--- src/rtl/core/hsa_pkg.sv ---
// Shared types and constants for the ascending sort unit.
package hsa_pkg;

  localparam int unsigned DefaultDepth = 64;
  localparam int unsigned DataWidth    = 32;

  typedef struct packed {
    logic signed [DataWidth-1:0] value;
    logic                        last;
  } in_item_t;

  typedef struct packed {
    logic signed [DataWidth-1:0] sorted_value;
    logic                        final_res;
    logic                        overflow;
  } out_item_t;

  typedef struct packed {
    logic insert;
    logic shift;
  } cell_ctrl_t;

endpackage

--- src/rtl/core/hsa_cell.sv ---
// One cell of the sorting chain: holds one value, inserts in order, shifts towards the head.
module hsa_cell (
  input  logic                                clk_i,
  input  hsa_pkg::cell_ctrl_t                 ctrl_i,
  input  logic                                occupied_i,
  input  logic signed [hsa_pkg::DataWidth-1:0] new_value_i,
  input  logic signed [hsa_pkg::DataWidth-1:0] prev_value_i,
  input  logic                                prev_keep_i,
  input  logic signed [hsa_pkg::DataWidth-1:0] next_value_i,
  output logic signed [hsa_pkg::DataWidth-1:0] value_o,
  output logic                                keep_o
);

  logic signed [hsa_pkg::DataWidth-1:0] value_q;
  logic signed [hsa_pkg::DataWidth-1:0] value_d;

  assign keep_o  = occupied_i && !(new_value_i < value_q);
  assign value_o = value_q;

  always_comb begin
    value_d = value_q;
    if (ctrl_i.insert) begin
      if (keep_o) begin
        value_d = value_q;
      end else if (prev_keep_i) begin
        value_d = new_value_i;
      end else begin
        value_d = prev_value_i;
      end
    end else if (ctrl_i.shift) begin
      value_d = next_value_i;
    end
  end

  always_ff @(posedge clk_i) begin
    value_q <= value_d;
  end

endmodule

--- config.mk ---
export PLATFORM = sky130hd
export DESIGN_NAME = hsa_cell
export DESIGN_NICKNAME = d
export VERILOG_FILES = /design/src/rtl/core/hsa_pkg.sv /design/src/rtl/core/hsa_cell.sv
export SDC_FILE = /design/constraint.sdc
export NUM_CORES = 1
export LEC_CHECK = 0
export ABC_AREA = 1
export ABC_CLOCK_PERIOD_IN_PS = 2300
export BUFFER_PORTS_ARGS = -buffer_cell sky130_fd_sc_hd__buf_2
export CAP_MARGIN = 25
export CORE_UTILIZATION = 41
export CTS_CLUSTER_SIZE = 24
export DETAILED_ROUTE_END_ITERATION = 10
export PLACE_DENSITY_LB_ADDON = 0.3
export SKIP_LAST_GASP = 1
export SYNTH_ARGS = -nofsm -noshare
export SYNTH_HDL_FRONTEND = slang
export SYNTH_SLANG_ARGS = --single-unit
--- constraint.sdc ---
create_clock -name clk_i -period 2.3 [get_ports clk_i]
set_clock_uncertainty 0.05 [all_clocks]
set_input_delay 0.115 -clock clk_i [delete_from_list [all_inputs] [get_ports clk_i]]
set_output_delay 0.115 -clock clk_i [all_outputs]
set_load 0.01 [all_outputs]
==> results by group, run 1 <==
Synth
  – Post-synth EDFFs: 32
  – Yosys reg bits: 32
  – Synth cell types: 21
  – Cells after Synth: around 320
  – Sequential area share after synthesis: 39.1%
  – Top_reg_cell synth: edfxtp_1
  – Mapped Area: approximately 2500 sq um
  – Syn_nets: about 450
  – Mean area per synthesized cell: ~7.8 sq um
  – Yosys warns: 0
  – Synth async-reset ratio: 0%

Worst setup path
  – CP Class: reg2reg
  – Cells on worst reg2reg path: 15
  – Data arrival, critical path: 2.08 ns
  – Number of buffers and inverters on the critical path: 3
  – Critical Path Fanout Max: 7
  – Crit-path cells: inv_1, ha_1, nand2_2, inv_1, nand3_2, nor3_4, nand2_1, nand2_2, nand2_2, nand2_1, nand2_1, nand3_2, nand2_2, nand2_4, clkbuf_16
  – CP max stage delay: around 0.37 ns
  – CP Launch Type: flip-flop
  – Slowest CP cell: edfxtp_1
  – Crit-path most repeated cell: nand2_2
  – Worst R2R Start: value_o[14]$_DFFE_PP_
  – Family with the most delay on the worst path: simple AND/OR/NAND/NOR gates
  – RR Endpoint: value_o[11]$_DFFE_PP_
  – CP Capture Type: flip-flop
  – Flop-to-flop setup slack: ~0.17 ns
  – WP data required: between 2 and 2.5 ns

Final layout
  – Diodes inserted: 0
  – Register area: a little under 1000 sq um
  – Most frequent cells in the layout: buf_2, o21ai_0, nand2_1, inv_1, nor2_1
  – Max FFs per register: 32
  – Area grow syn2layout: 41.1%
  – Final instance area: between 3000 and 4000 sq um
  – Layout net count: just under 600
  – Multi-input gate area: 1360 sq um
  – Share of cells above drive strength 1: between 30% and 40%
  – Commonest non-fill, non-tap cell in the layout: buf_2
  – # fillers: 506

Power and ir drop
  – Switching Share: 30.4%
  – Max VDD drop: ~330 uV
  – Leakage power: around 1.8 nW
  – Tot Pwr: around 0.0019 W
  – Internal power: roughly 0.0013 W
  – Power Density: ~550 nW/um^2
  – Gate power share: ~33%
  – Switching pwr: 0.000582 W
  – Clock power share: between 20% and 30%
  – Seq pwr share: between 30% and 40%

Timing
  – Final Hold Viols: 0
  – Final worst slack: between 0.15 and 0.2 ns
  – # setup viols final: 0
  – Final Max Tran Viols: 0
  – Post-layout minimum cycle time: roughly 2.1 ns
  – Period utilisation layout: between 90% and 100%
  – Worst-Margin Slew: roughly 0.57 ns
  – Setup TNS: 0 ns
  – F_max: around 0.47 GHz
  – Slew HR: roughly three fifths
  – Fin Hold WS: just under 0.06 ns

Placed design
  – RD Place Congestion: approximately 0.81
  – DP Worst Slack: about 0.16 ns
  – Number of port buffers: about 130
  – Placed instance area: 3230 sq um
  – HPWL after DPL: between 5 and 6 mm

Clock network
  – Clk_lat worst skew: between 0.2 and 0.3 ns
  – CTS sink cnt: 32
  – Hold_buf cts: 0
  – Clock root cell: clkbuf_8
  – Clock tree buffer depth: 2
  – Clk pin slew, worst setup/hold paths: around 0.070 ns
  – CTS buffer count: 5
  – TritonCTS clock tree: yes
  – Depth of the CTS H-tree: 2

Worst hold path
  – Worst Hold Endpoint: value_o[19]$_DFFE_PP_
  – Hold_sp: next_value_i[19]
  – Worst min-delay path class: in2reg
  – Min-Delay Path Depth: 3

GRT
  – Overall routing resource usage: between 20% and 30%
  – Grt ovf: 0
  – First-pass GRT wire length: between 10 and 15 mm
  – Largest net degree at the start of global routing: 34
  – Initial antenna violation count: 0
  – Vias in the first global route: between 2000 and 2500

Route
  – Number of vias per cell: approximately 5
  – Via total after detailed routing: approximately 2600
  – Post-DRT Antenna Nets: 0
  – Initial DRC count: 66
  – DRT Pass-1 Iters: 4
  – Drt wl/cell: ~13 um
  – Final WL: 6.88 mm
  – Remaining DRCs: 0

Floorplan
  – FP Rows: 27
  – Die Y: a little under 80 um
  – Die Footprint: about 6300 sq um
  – Die width: 79.4 um
  – Core Area: between 5000 and 6000 sq um
  – Initial Util: 43.5%
  – I/O pin count: 134

Flow run
  – Max cap viols: 0

Status
  – Status: finished, final reports clean
worst register-to-register path: stages (launching register included):
cell and delay, ns:
edfxtp_1 0.37, inv_1 0.05, ha_1 0.29, nand2_2 0.06
inv_1 0.06, nand3_2 0.09, nor3_4 0.11, nand2_1 0.08
nand2_2 0.07, nand2_2 0.05, nand2_1 0.05, nand2_1 0.06
nand3_2 0.09, nand2_2 0.06, nand2_4 0.14, clkbuf_16 0.17
cells in the mapped netlist, types with 2 or more instances:
cell,n,area (sq um)
a21oi_2,2,17.5
nor2_2,2,12.5
edfxtp_1,32,961
inv_1,41,154
nor2_1,38,143
ha_1,31,388
clkbuf_1,10,37.5
nand3_2,2,20.0
nand2_1,65,244
o21ai_1,4,20.0
nand3_1,2,10.0
o21ai_0,64,320
inv_2,2,7.51
a21oi_1,13,65.1
worst max-delay path by stage:
stage,from,endpoint,slack [ns],cells after the start
after floorplan,value_o[21]$_DFFE_PP_,value_o[0]$_DFFE_PP_,0.04,11
after global placement,value_o[5]$_DFFE_PP_,value_o[16]$_DFFE_PP_,0.22,14
after detailed placement,value_o[31]$_DFFE_PP_,value_o[25]$_DFFE_PP_,0.16,11
after CTS,value_o[31]$_DFFE_PP_,value_o[25]$_DFFE_PP_,0.14,11
after global routing,value_o[5]$_DFFE_PP_,value_o[11]$_DFFE_PP_,-0.01,15
final,value_o[14]$_DFFE_PP_,value_o[11]$_DFFE_PP_,0.17,15
metrics by stage:
stage / std cells / utilization (%)
finish: 524 / 61.4
global route: 524 / 61.4
CTS: 521 / 59.1
detailed placement: 513 / 57.2
global placement: 513 / 57.2
floorplan: 315 / -
power by group through the flow:
stage	sequential [W]	combinational (W)	clock (W)
finish	0.000762	0.000631	0.000526
global route	0.000770	0.000711	0.000560
CTS	0.000761	0.000579	0.000533
detailed placement	0.000773	0.000574	0
global placement	0.000771	0.000556	0
floorplan	0.000806	0.000282	0
what timing repair did:
item	in CTS	in global routing
endpoints found under the setup margin	0	33
gates resized for setup	0	14
setup buffers	0	1
kinds of logic (layout without fill, tap and decap cells):
group | count (synthesis) | count (layout) | share of synthesized area [%]
flops | 32 | 32 | 39.1
buf+inv | 55 | 192 | 8.46
fa+ha+maj | 31 | 31 | 15.8
simple gates | 113 | 113 | 19.1
compound gates | 84 | 84 | 17.5
routing by layer:
metal	part of all wire [%]	GRT usage [%]	routed length (um)	vias up
met1	43	26.2	2970	1163
met4	0.89	5.27	61	0
met2	51	40.8	3490	92
met3	5.1	4.11	351	10
li1	-	-	-	1320
met5	0	0	0	-
area by class of cell:
cell class	count	area share, %
Multi-Input combinational cell	228	39.2
Sequential cell	32	27.7
Timing Repair Buffer	141	22.7
Inverter	43	4.66
Tap cell	72	2.60
Clock buffer	6	2.10
Clock inverter	2	1.01
Power figures use the tool's default switching activity.
==> inputs of run 2 (changes only) <==
==> constraint.sdc (replaced) <==
create_clock -name clk_i -period 2.3 [get_ports clk_i]
set_clock_uncertainty 0.05 [all_clocks]
set_input_delay 0.46 -clock clk_i [delete_from_list [all_inputs] [get_ports clk_i]]
set_output_delay 0.46 -clock clk_i [all_outputs]
set_load 0.01 [all_outputs]
==> results by group, run 2 (synthesis results as in run 1) <==
Status
  – Status: finished with violations
  – Failing checks: negative setup slack

Timing
  – Period utilisation layout: 103%
  – Slew HR: approximately 64%
  – Setup TNS: -0.0607 ns
  – Final worst slack: -0.0607 ns
  – Worst-Margin Slew: 0.546 ns
  – F_max: between 0.4 and 0.5 GHz
  – Post-layout minimum cycle time: around 2.4 ns
  – # setup viols final: 1
  – RSZ-0062 raised after global routing: true
  – Final Max Tran Viols: 0
  – Final Hold Viols: 0

Route
  – Via total after detailed routing: approximately 2600
  – Post-DRT Antenna Nets: 0
  – Final WL: around 6.9 mm
  – Remaining DRCs: 0
  – Number of vias per cell: 4.88
  – Initial DRC count: 51
  – Drt wl/cell: about 13 um
  – DRT Pass-1 Iters: 4

Clock network
  – Clock root cell: clkbuf_8
  – CTS sink cnt: 32
  – CTS buffer count: 5
  – Clk pin slew, worst setup/hold paths: about 0.07 ns
  – Depth of the CTS H-tree: 2
  – TritonCTS clock tree: yes
  – Clock tree buffer depth: 2
  – Clk_lat worst skew: about 0.28 ns

Final layout
  – Max FFs per register: 32
  – Layout Utilization: 63.1%
  – Area grow syn2layout: 45.0%
  – Most frequent cells in the layout: buf_2, o21ai_0, nand2_1, nor2_1, inv_1
  – Layout net count: 593
  – Commonest non-fill, non-tap cell in the layout: buf_2
  – Diodes inserted: 0
  – Share of cells above drive strength 1: between 40% and 50%
  – Final instance area: 3560 sq um

Placed design
  – RD Place Congestion: between 0.7 and 0.8
  – Number of port buffers: roughly 130
  – HPWL after DPL: about 5.2 mm
  – Placed instance area: 3250 sq um
  – DP Worst Slack: -0.0728 ns

Worst setup path
  – WP data required: 1.79 ns
  – Flop-to-flop setup slack: roughly 0.16 ns
  – Critical Path Fanout Max: 2
  – CP Class: reg2out
  – CP Launch Type: flip-flop
  – Data arrival, critical path: approximately 1.9 ns
  – CP Capture Type: output pin

GRT
  – Grt ovf: 0
  – First-pass GRT wire length: roughly 10 mm
  – Initial antenna violation count: 0
  – Vias in the first global route: 2334
  – Overall routing resource usage: 21.6%
  – Largest net degree at the start of global routing: 34

Power and ir drop
  – Leakage power: between 1.5 and 2 nW
  – Max VDD drop: 260 uV
  – Tot Pwr: a little under 0.002 W
  – Power Density: 545 nW/um^2

Floorplan
  – Die Y: 79.4 um
  – Die Footprint: 6300 sq um
  – FP Rows: 27
  – I/O pin count: between 100 and 150
  – Die width: between 70 and 80 um
  – Initial Util: 43.5%
  – Core Area: 5640 sq um

Flow run
  – Max cap viols: 0

Worst hold path
  – Worst min-delay path class: in2reg
==> run 2: cell count changes in the layout (fill, tap and decap cells not counted), sizes merged <==
cell,before,now
clkinv,1,2
clkbuf,8,6
buf,139,150
==> run 2: final cells by class <==
type	instances	area (sq um)
Clock inverter	3	37.5
Timing Repair Buffer	151	841
Tap cell	72	90.1
Clock buffer	5	68.8
Multi-Input combinational cell	228	1400
Fill cell	503	2080
Sequential cell	32	961
Inverter	43	161
==> run 2: power by group <==
group          switching, W  internal, W  leakage (nW)
Combinational      0.000347     0.000305          1.45
Sequential        0.0000333     0.000731         0.317
Clock              0.000207     0.000315        0.0532
==> run 2: final timing paths <==
path | startpoint | cells past startpoint | endpoint
min reg2reg | value_o[31]$_DFFE_PP_ | 8 | value_o[3]$_DFFE_PP_
min | next_value_i[6] | 3 | value_o[6]$_DFFE_PP_
max | value_o[21]$_DFFE_PP_ | 12 | keep_o
max reg2reg | value_o[21]$_DFFE_PP_ | 12 | value_o[8]$_DFFE_PP_
==> run 2: metrics by stage <==
stage,instances,hold WS [ns]
2_1_floorplan,315,0.601
3_3_place_gp,517,0.692
3_5_place_dp,517,0.693
4_1_cts,530,0.397
5_1_grt,534,0.410
6_report,534,0.412
==> run 2: worst max-delay path: stages, from the launching register on <==
cell	delay [ns]
edfxtp_1	0.39
inv_1	0.07
ha_1	0.24
a21oi_2	0.13
nor2_1	0.05
nor2_1	0.08
nand3_1	0.09
a21oi_2	0.16
nand2_1	0.06
nand2_1	0.07
nand3_2	0.08
inv_2	0.06
buf_6	0.09
==> run 2: timing repair <==
action                     CTS  global route
hold buffers                 0             0
gates resized for setup     10            10
buffers inserted             5             2
gates cloned                 0             2
pin swaps                   10             4
setup endpoints to repair    1            27
==> run 2: routing by layer <==
| metal | wire (um) | vias to the layer above | GRT usage, % |
|---|---|---|---|
| met1 | 2910 | 1154 | 25.8 |
| li1 | - | 1343 | - |
| met3 | 366 | 6 | 4.11 |
| met2 | 3490 | 103 | 38.4 |
| met4 | 85 | 0 | 7.64 |
| met5 | 0 | - | 0 |
